**src/rtl/core/dfscc_pkg.sv**
```systemverilog
// Shared types and constants for the depth-first connected-components block.
package dfscc_pkg;

   // Vertex fields on the ports are four bits wide
   localparam int unsigned VERT_W        = 4;
   localparam int unsigned FIELD_VERTS   = 16;
   localparam int unsigned CFG_W         = 5;

   typedef enum logic [1:0] {
      CMD_ADD   = 2'd0,
      CMD_RUN   = 2'd1,
      CMD_CLEAR = 2'd2
   } cmd_type;

   typedef enum logic {
      ST_IDLE = 1'b0,
      ST_STEP = 1'b1
   } state_type;

   // Result of the shared lowest-bit search
   typedef struct packed {
      logic              found;
      logic [VERT_W-1:0] index;
   } enc_result_type;

endpackage

```
**src/rtl/core/dfscc_lowbit.sv**
```systemverilog
// Shared lowest-set-bit search used for start vertices and neighbor selection.
module dfscc_lowbit #(
   parameter int unsigned WIDTH = 16
) (
   input  logic [WIDTH-1:0]             vec,
   output dfscc_pkg::enc_result_type    result
);

   // Scan from the top so the lowest set bit wins
   always_comb begin
      result.found = 1'b0;
      result.index = '0;
      for (int i = WIDTH - 1; i >= 0; i--) begin
         if (vec[i]) begin
            result.found = 1'b1;
            result.index = dfscc_pkg::VERT_W'(i);
         end
      end
   end

endmodule

```
**src/rtl/core/dfs_connected_components.sv**
```systemverilog
// Top level: adjacency matrix, walk stack and traversal sequencer.
// Add-edge and clear items keep busy low, and the next item may follow at once.
// A run item keeps busy high while it steps through n visits plus at most n-1 stack pops.
// Each visit is shown on rsp_* in the cycle after its step, one result per visit, no stall possible.
// The shared lowest-bit search over one adjacency row sets the pace of one step per cycle.
// Synchronous reset clears the matrix, control state and sets vertex_count to 16.
module dfs_connected_components #(
   parameter int unsigned MAX_VERTICES = 16
) (
   input  logic        clock,
   input  logic        reset,
   input  logic        start,
   output logic        busy,
   input  logic [1:0]  req_command,
   input  logic [3:0]  req_vertex_a,
   input  logic [3:0]  req_vertex_b,
   output logic        rsp_strobe,
   output logic [3:0]  rsp_visited_vertex,
   output logic [3:0]  rsp_component_index,
   output logic        rsp_is_last,
   output logic [4:0]  rsp_component_count,
   input  logic        csr_valid,
   output logic        csr_ready,
   input  logic [4:0]  csr_wdata
);

   localparam int unsigned NV = (MAX_VERTICES < dfscc_pkg::FIELD_VERTS) ?
                                MAX_VERTICES : dfscc_pkg::FIELD_VERTS;
   localparam int unsigned IW = $clog2(NV);
   localparam int unsigned CW = $clog2(NV + 1);

   // State
   logic [NV-1:0]                  adj_ff [NV];
   logic [IW-1:0]                  stack_ff [NV];
   logic [NV-1:0]                  visited_ff, visited_in;
   logic [CW-1:0]                  depth_ff, depth_in;
   logic [CW-1:0]                  comp_ff, comp_in;
   logic [CW-1:0]                  emit_ff, emit_in;
   logic [dfscc_pkg::CFG_W-1:0]    vcount_ff;
   dfscc_pkg::state_type           state_ff, state_in;

   logic                           rsp_strobe_ff, rsp_strobe_in;
   logic [3:0]                     rsp_vertex_ff, rsp_vertex_in;
   logic [3:0]                     rsp_comp_ff, rsp_comp_in;
   logic                           rsp_last_ff, rsp_last_in;
   logic [4:0]                     rsp_count_ff, rsp_count_in;

   // Datapath
   logic [CW-1:0]                  n_eff;
   logic [NV-1:0]                  used_mask;
   logic                           accept;
   logic                           add_ok;
   logic [CW-1:0]                  depth_m1;
   logic [IW-1:0]                  top_vertex;
   logic [NV-1:0]                  top_row;
   logic [NV-1:0]                  enc_vec;
   dfscc_pkg::enc_result_type      enc;
   logic                           do_visit;
   logic                           do_pop;
   logic                           last_visit;
   logic [CW-1:0]                  emit_next;

   assign accept    = start && !busy;
   assign busy      = (state_ff == dfscc_pkg::ST_STEP);
   assign csr_ready = 1'b1;

   // Clamp the vertex count to the stored matrix size
   assign n_eff = (vcount_ff > dfscc_pkg::CFG_W'(NV)) ? CW'(NV) : vcount_ff[CW-1:0];

   always_comb begin
      for (int i = 0; i < NV; i++) begin
         used_mask[i] = (CW'(i) < n_eff);
      end
   end

   assign add_ok = ({1'b0, req_vertex_a} < dfscc_pkg::CFG_W'(n_eff)) &&
                   ({1'b0, req_vertex_b} < dfscc_pkg::CFG_W'(n_eff));

   // Pick the candidate set: unvisited vertices, or unvisited neighbors of the top
   assign depth_m1   = depth_ff - 1'b1;
   assign top_vertex = stack_ff[depth_m1[IW-1:0]];
   assign top_row    = adj_ff[top_vertex];
   assign enc_vec    = used_mask & ~visited_ff & ((depth_ff == '0) ? '1 : top_row);

   dfscc_lowbit #(
      .WIDTH (NV)
   ) u_lowbit (
      .vec    (enc_vec),
      .result (enc)
   );

   assign do_visit   = busy && enc.found;
   assign do_pop     = busy && !enc.found && (depth_ff != '0);
   assign emit_next  = emit_ff + 1'b1;
   assign last_visit = (emit_next == n_eff);

   // Next state
   always_comb begin
      state_in = state_ff;
      case (state_ff)
         dfscc_pkg::ST_IDLE: begin
            if (accept && (req_command == dfscc_pkg::CMD_RUN) && (n_eff != '0)) begin
               state_in = dfscc_pkg::ST_STEP;
            end
         end
         dfscc_pkg::ST_STEP: begin
            if ((do_visit && last_visit) || (!enc.found && (depth_ff == '0))) begin
               state_in = dfscc_pkg::ST_IDLE;
            end
         end
         default: state_in = dfscc_pkg::ST_IDLE;
      endcase
   end

   // Walk bookkeeping and result values
   always_comb begin
      visited_in    = visited_ff;
      depth_in      = depth_ff;
      comp_in       = comp_ff;
      emit_in       = emit_ff;
      rsp_strobe_in = 1'b0;
      rsp_vertex_in = rsp_vertex_ff;
      rsp_comp_in   = rsp_comp_ff;
      rsp_last_in   = 1'b0;
      rsp_count_in  = '0;
      if (accept && (req_command == dfscc_pkg::CMD_RUN)) begin
         visited_in = '0;
         depth_in   = '0;
         comp_in    = '0;
         emit_in    = '0;
      end
      if (do_visit) begin
         visited_in    = visited_ff | (NV'(1) << enc.index[IW-1:0]);
         depth_in      = depth_ff + 1'b1;
         emit_in       = emit_next;
         rsp_strobe_in = 1'b1;
         rsp_vertex_in = enc.index;
         rsp_comp_in   = 4'(comp_ff);
         rsp_last_in   = last_visit;
         rsp_count_in  = last_visit ? 5'(CW'(comp_ff + 1'b1)) : '0;
      end
      if (do_pop) begin
         depth_in = depth_m1;
         if (depth_ff == CW'(1)) begin
            comp_in = comp_ff + 1'b1;
         end
      end
   end

   // Control registers
   always_ff @(posedge clock) begin
      if (reset) begin
         state_ff      <= dfscc_pkg::ST_IDLE;
         visited_ff    <= '0;
         depth_ff      <= '0;
         comp_ff       <= '0;
         emit_ff       <= '0;
         rsp_strobe_ff <= 1'b0;
         rsp_last_ff   <= 1'b0;
         rsp_count_ff  <= '0;
         vcount_ff     <= dfscc_pkg::CFG_W'(dfscc_pkg::FIELD_VERTS);
      end else begin
         state_ff      <= state_in;
         visited_ff    <= visited_in;
         depth_ff      <= depth_in;
         comp_ff       <= comp_in;
         emit_ff       <= emit_in;
         rsp_strobe_ff <= rsp_strobe_in;
         rsp_last_ff   <= rsp_last_in;
         rsp_count_ff  <= rsp_count_in;
         if (csr_valid && csr_ready) begin
            vcount_ff <= csr_wdata;
         end
      end
   end

   // Result payload
   always_ff @(posedge clock) begin
      rsp_vertex_ff <= rsp_vertex_in;
      rsp_comp_ff   <= rsp_comp_in;
   end

   // Adjacency matrix: set both symmetric bits, or clear everything
   always_ff @(posedge clock) begin
      if (reset) begin
         for (int r = 0; r < NV; r++) begin
            adj_ff[r] <= '0;
         end
      end else if (accept) begin
         case (req_command)
            dfscc_pkg::CMD_ADD: begin
               if (add_ok) begin
                  adj_ff[req_vertex_a[IW-1:0]][req_vertex_b[IW-1:0]] <= 1'b1;
                  adj_ff[req_vertex_b[IW-1:0]][req_vertex_a[IW-1:0]] <= 1'b1;
               end
            end
            dfscc_pkg::CMD_CLEAR: begin
               for (int r = 0; r < NV; r++) begin
                  adj_ff[r] <= '0;
               end
            end
            default: begin
            end
         endcase
      end
   end

   // Walk stack: push the visited vertex on top
   always_ff @(posedge clock) begin
      if (do_visit) begin
         stack_ff[depth_ff[IW-1:0]] <= enc.index[IW-1:0];
      end
   end

   assign rsp_strobe          = rsp_strobe_ff;
   assign rsp_visited_vertex  = rsp_vertex_ff;
   assign rsp_component_index = rsp_comp_ff;
   assign rsp_is_last         = rsp_last_ff;
   assign rsp_component_count = rsp_count_ff;

`ifndef SYNTH
   // A result only follows a traversal step
   assert property (@(posedge clock) disable iff (reset)
      rsp_strobe |-> $past(busy))
      else $error("result strobe without a traversal step");

   // Stack depth stays within the vertex count
   assert property (@(posedge clock) disable iff (reset)
      busy |-> (depth_ff <= n_eff))
      else $error("walk stack deeper than vertex count");

   // Never emit more vertices than are in use
   assert property (@(posedge clock) disable iff (reset)
      busy |-> (emit_ff < n_eff))
      else $error("visit count overran vertex count");

   // The final result ends the run
   assert property (@(posedge clock) disable iff (reset)
      (rsp_strobe && rsp_is_last) |-> !busy)
      else $error("last result while traversal continues");

   // Component count only appears on the last result
   assert property (@(posedge clock) disable iff (reset)
      (rsp_component_count != '0) |-> (rsp_strobe && rsp_is_last))
      else $error("component count outside the last result");
`endif

endmodule
```
**config.mk**
```make
export PLATFORM = sky130hd
export DESIGN_NAME = dfs_connected_components
export DESIGN_NICKNAME = d
export VERILOG_FILES = /design/src/rtl/core/dfscc_pkg.sv /design/src/rtl/core/dfscc_lowbit.sv /design/src/rtl/core/dfs_connected_components.sv
export SDC_FILE = /design/constraint.sdc
export NUM_CORES = 1
export LEC_CHECK = 0
export ABC_AREA = 1
export CAP_MARGIN = 20
export CORE_UTILIZATION = 44
export CTS_CLUSTER_SIZE = 8
export DETAILED_ROUTE_END_ITERATION = 16
export DONT_BUFFER_PORTS = 1
export GPL_TIMING_DRIVEN = 0
export PLACE_DENSITY_LB_ADDON = 0.2
export SLEW_MARGIN = 30
export SYNTH_ARGS = -nofsm -noshare
export SYNTH_HDL_FRONTEND = slang
export SYNTH_HIERARCHICAL = 1
export SYNTH_SLANG_ARGS = --single-unit
```
**constraint.sdc**
```tcl
create_clock -name clock -period 9.3 [get_ports clock]
set_input_delay 1.86 -clock clock [delete_from_list [all_inputs] [get_ports clock]]
set_output_delay 1.86 -clock clock [all_outputs]
set_load 0.05 [all_outputs]
```
Word-level counts from Yosys, hierarchy flattened --
Memory sizes are Yosys's and may differ from the RTL's. Cells that the tools add are included.
Operators by class: bitwise operators 23, mux-type cells 70, magnitude comparators 23, add/sub/neg operators 4, equality and inequality tests 4, shifts and indexed selects 1, multiply operators 0, div/mod/pow operators 0, reductions and logical operators 24
Operator list (count):
- two-way mux 16 bit | 25
- two-way mux 5 bit | 24
- less-than comparator 4 x 5 -> 1 bit (first input constant) | 8
- bitwise AND 16 bit | 2
- OR reduction 16 bit | 2
- less-than comparator 3 x 5 -> 1 bit (first input constant) | 4
- two-way mux 1 bit | 16
- inverter 16 bit | 1
- OR 1 bit | 16
- OR 16 bit | 1
- << shifter 1 x 4 -> 16 bit (first input constant) | 1
- adder 5 x 1 -> 5 bit (second input constant) | 3
- logical AND 1 bit | 11
- less-than comparator 1 x 5 -> 1 bit (first input constant) | 2
- less-than comparator 2 x 5 -> 1 bit (first input constant) | 2
- less-than comparator 4 x 5 -> 1 bit | 2
- less-than comparator 4 x 5 -> 1 bit (second input constant) | 2
- nonzero test 5 bit | 2
- demux 1 bit (select 4 bit) | 2
- greater-or-equal comparator 4 x 1 -> 1 bit (second input constant) | 2
- two-way mux 4 bit | 2
- equality test 5 x 1 -> 1 bit (second input constant) | 1
- equality test 5 bit | 1
- greater-than comparator 5 bit (second input constant) | 1
- 13 further kinds | 16
Storage, ports and cells: bits in latches 0, memory bits (read-only) 0, bits in registers 52, logic and storage cells 162, memories 2, input bits 19, output and inout port bits 17, memory bits (writable) 320
Memories:
- adj_ff | words 16, width 16, read ports 1, clocked after memory_dff 0, wr ports 16, RTL line dfs_connected_components.sv:33 | logic [NV-1:0] adj_ff [NV];
- stack_ff | words 16, width 4, read ports 1, clocked after memory_dff 0, wr ports 1, RTL line dfs_connected_components.sv:34 | logic [IW-1:0] stack_ff [NV];

Logic depth before layout (Yosys ltp) --
word-level depth 26, mapped depth 38, depth with buffers taken out 33

By module --
Netlist, hierarchy kept.
By module, submodules not included:
- dfs_connected_components | cells each 2319, seq. area each 8167.8 µm², times used 1, area an instance 17436.7 µm²
- dfscc_lowbit | cells each 49, seq. area each 0.0 µm², times used 1, area an instance 209.0 µm²

Least setup slack after synthesis --
No wires, ideal clock.
path type reg-to-reg, start register depth_ff[0], end register visited_ff[11], setup slack 4.720 ns, required time 9.229 ns, arrival 4.509 ns, period minus slack after synthesis 4.580 ns, buffers on the path 6, setup time 0.071 ns, stages on the path, launching flop included 31, cell sequence dfxtp_1 buf_4 inv_4 buf_4 ha_1 buf_2 inv_2 buf_4 nand3_1 nand3_1 nand3_1 nand2_1 buf_2 buf_2 nand3_1 nand3_1 nand3_1 nand3_1 nand2_1 inv_1 or2_1 nand3_1 nand3_1 nand3_1 nand3_1 a21oi_1 nor3_1 inv_1 nor3_1 nand3_1 a21oi_1
RTL lines:
- start: declaration | RTL line dfs_connected_components.sv:36 | logic [CW-1:0] depth_ff, depth_in;
- start signal: assignment | RTL line dfs_connected_components.sv:165 | depth_ff <= depth_in;
- end signal: assignment | RTL line dfs_connected_components.sv:164 | visited_ff <= visited_in;
- end: declaration | RTL line dfs_connected_components.sv:35 | logic [NV-1:0] visited_ff, visited_in;

==> results.sh <==
export IMPL_coreArea_mm2=0.0391
export IMPL_drt_first_iter_violations=2151
export IMPL_rsz0062_at_grt="false"
export IMPL_slowest_stage="clkbuf_1"
export IMPL_syn_num_nets=2400
export IMPL_synthCells=2368
export IMPL_gp_congestion=1.07
export IMPL_yosysWarnings=6
export IMPL_cap_violations=0
export IMPL_slew_violations=0
export IMPL_power_frac_comb=0.189
export IMPL_switching_share=0.315
export IMPL_cts_tree="done"
export IMPL_startpoint_type="flip-flop"
export IMPL_nFillCells=3895
export IMPL_timing_critical_path_mode_cell="nand2_1"
export IMPL_tns_ns=0
export IMPL_antenna_left=0
export IMPL_grt_pass1_wl_mm=101
export IMPL_p_int_w=0.00287
export IMPL_worstHoldStart="visited_ff[13]$_SDFFE_PP0P_"
export IMPL_post_route_period_util=0.696
export IMPL_cts_root_buf="clkbuf_16"
export IMPL_cts_buffers=52
export IMPL_final_area_mm2=0.0198
export IMPL_ys_seq_area_frac=0.463
export IMPL_grtUsageTotal=0.329
export IMPL_p_seq_frac=0.397
export IMPL_cts_setup_buffers=0
export IMPL_gr_total_overflow=0
export IMPL_cp_end_kind="flip-flop"
export IMPL_syn_area_mm2=0.0176
export IMPL_post_route_min_period_ns=6.47
export IMPL_drt_first_pass_iters=6
export IMPL_holdWs_ns=0.452
export IMPL_drt_total_wl_mm=67.6
export IMPL_max_freq_ghz=0.154
export IMPL_reg2reg_setup_slack_ns=2.83
export IMPL_die_x_um=202
export IMPL_wl_per_cell_um=22.8
export IMPL_io_pins=36
export IMPL_finalHoldViolCount=0
export IMPL_place_area_mm2=0.0184
export IMPL_clkSinkCount=372
export IMPL_hold_class="flip-flop to flip-flop"
export IMPL_dp_cells=2890
export IMPL_fin_skew_ns=0.0183
export IMPL_p_sw_w=0.00132
export IMPL_powerDensity_mw_per_mm2=211
export IMPL_fp_row_count=72
export IMPL_initial_core_util=0.451
export IMPL_synthArstFlopShare=0
export IMPL_hold_buffers=0
export IMPL_antenna_found_initial=0
export IMPL_clockPowerShare=0.414
export IMPL_max_clock_path_buffers=3
export IMPL_yosys_register_bits=372
export IMPL_viasPerCell=5.84
export IMPL_status="completed"
export IMPL_cts_clk_slew_worst_paths_ns=0.05
export IMPL_drive_gt1_frac=0.0720
export IMPL_layout_nets=2458
export IMPL_reg2reg_to="depth_ff[4]$_SDFFE_PP0P_"
export IMPL_cts_htree_levels=2
export IMPL_final_cells=2962
export IMPL_grt_max_degree=23
export IMPL_grt_pass1_vias=16200
export IMPL_holdPathStages=2
export IMPL_synth_distinct_cells=45
export IMPL_slowest_delay_ns=0.74
export IMPL_multi_input_area_mm2=0.00731
export IMPL_regArea_mm2=0.00817
export IMPL_drc=0
export IMPL_die_area_mm2=0.0409
export IMPL_setup_violations=0
export IMPL_via_count=17300
export IMPL_fin_util=0.506
export IMPL_min_to="visited_ff[13]$_SDFFE_PP0P_"
export IMPL_arrival_ns=6.97
export IMPL_r2r_start="depth_ff[0]$_SDFFE_PP0P_"
export IMPL_power_leakage_nw=7.77
export IMPL_relSlewSlack=0.386
export IMPL_worstPathRequired_ns=9.80
export IMPL_die_h_um=202
export IMPL_cts_resized=0
export IMPL_crit_fanout=12
export IMPL_clock_latency_ns=0.60
export IMPL_diodes=0
export IMPL_syn2layout_area_growth_pct=12.1
export IMPL_ir_worst_vdd_mv=0.151
export IMPL_worst_slew_pin_slew_ns=0.921
export IMPL_syn_area_per_cell_um2=7.45
export IMPL_synth_edf_count=72
export IMPL_io_buffers=0
export IMPL_rr_worst_depth=30
export IMPL_synthFlopType="dfxtp_1"
export IMPL_dpl_hpwl_mm=48.2
export IMPL_path_class="flip-flop to flip-flop"
-- registers in the layout, summed over array words and instances, names as in the netlist --
register	count
adj_ff	256
comp_ff	5
rsp_strobe	1
rsp_visited_vertex	4
stack_ff	64
visited_ff	16
vcount_ff	5
busy	1
depth_ff	5
rsp_component_count	5
rsp_is_last	1
emit_ff	5
rsp_component_index	4
-- worst max path at each step --
stage / startpoint / endpoint
detailed placement: depth_ff[0]$_SDFFE_PP0P_ / stack_ff[5][2]$_DFFE_PP_
global route: depth_ff[0]$_SDFFE_PP0P_ / depth_ff[1]$_SDFFE_PP0P_
CTS: depth_ff[0]$_SDFFE_PP0P_ / stack_ff[5][3]$_DFFE_PP_
global placement: depth_ff[0]$_SDFFE_PP0P_ / visited_ff[11]$_SDFFE_PP0P_
finish: depth_ff[0]$_SDFFE_PP0P_ / depth_ff[4]$_SDFFE_PP0P_
floorplan: depth_ff[0]$_SDFFE_PP0P_ / visited_ff[11]$_SDFFE_PP0P_
-- routing by layer --
| layer | global-route usage | wire, um | vias up |
|---|---|---|---|
| li1 | - | - | 7943 |
| met1 | 0.449 | 27800 | 8104 |
| met2 | 0.473 | 28000 | 1036 |
| met3 | 0.0958 | 8310 | 223 |
| met4 | 0.158 | 3520 | 0 |
| met5 | 0 | 0 | - |
-- final cells by class --
type                       count  share of cell area
timing repair buffer           4             0.00209
clock buffer                  69              0.0695
sequential                   372               0.413
inverter                     401              0.0763
clock inverter                 3             0.00228
tap                          518              0.0328
buffer                       131              0.0347
multi-input combinational   1464               0.369
-- critical path: cells and delay by family, from the launching register on --
family | cells | cell delay (ns)
and+or+nand+nor | 15 | 3.08
adders and majority gates | 1 | 0.30
AOI/OAI and AO/OA | 3 | 0.40
buffers and inverters | 11 | 2.16
DFF | 1 | 0.39
-- layout by cell type (no fill, tap or decap), types with 3 or more instances in the layout --
cell	instances
xor2_1	7
clkbuf_1	65
nand2_1	431
ha_1	13
clkbuf_16	52
a22oi_1	22
buf_4	28
nor4_1	4
buf_6	7
o21ai_0	163
clkinv_1	4
inv_2	12
nand3_1	399
o22ai_1	42
buf_2	50
nand3b_1	20
dfxtp_1	300
o21ai_1	14
o221ai_1	72
nand3_2	4
a21oi_1	87
nor2_2	6
nand2_2	3
inv_1	383
nor2_1	136
nor3_1	15
edfxtp_1	72
-- cell usage after synthesis (all sizes together) (2+ instances only) --
master / n / area share
nand2: 434 / 0.093
o22ai: 42 / 0.015
xor2: 8 / 0.0044
clkbuf: 50 / 0.011
a21oi: 88 / 0.025
o2111ai: 2 / 0.00099
nand3b: 20 / 0.0085
clkinv: 4 / 0.00085
or2: 3 / 0.0011
nor3: 17 / 0.0048
nand3: 403 / 0.12
edfxtp: 72 / 0.12
xnor2: 3 / 0.0019
nor4: 4 / 0.0014
a31oi: 3 / 0.0011
o21ai: 177 / 0.050
ha: 13 / 0.0092
a22oi: 22 / 0.0094
o221ai: 72 / 0.036
buf: 81 / 0.028
inv: 397 / 0.085
dfxtp: 300 / 0.34
o211ai: 2 / 0.00085
nor2: 142 / 0.031
-- power groups by stage --
| stage | registers [W] | clock network, W | logic [W] |
|---|---|---|---|
| 2_1_floorplan | 0.00169 | 0 | 0.000463 |
| 3_3_place_gp | 0.00169 | 0 | 0.000744 |
| 3_5_place_dp | 0.00169 | 0 | 0.000749 |
| 4_1_cts | 0.00166 | 0.00173 | 0.000752 |
| 5_1_grt | 0.00166 | 0.00181 | 0.000832 |
| 6_report | 0.00166 | 0.00173 | 0.000791 |
-- metrics by stage --
stage	setup WS (ns)	total power (W)
finish	2.83	0.00418
global route	2.44	0.00430
CTS	2.80	0.00414
detailed placement	2.93	0.00244
global placement	1.96	0.00244
floorplan	4.72	0.00215
-- logic make-up after synthesis --
group | share of synthesized area
DFF | 0.463
other | 0.000213
adders and majority gates | 0.00922
buffers and inverters | 0.124
and+or+nand+nor | 0.255
AOI/OAI and AO/OA | 0.142
xor gates and xnor gates | 0.00631
No activity file was read; power rests on OpenSTA's default activity.
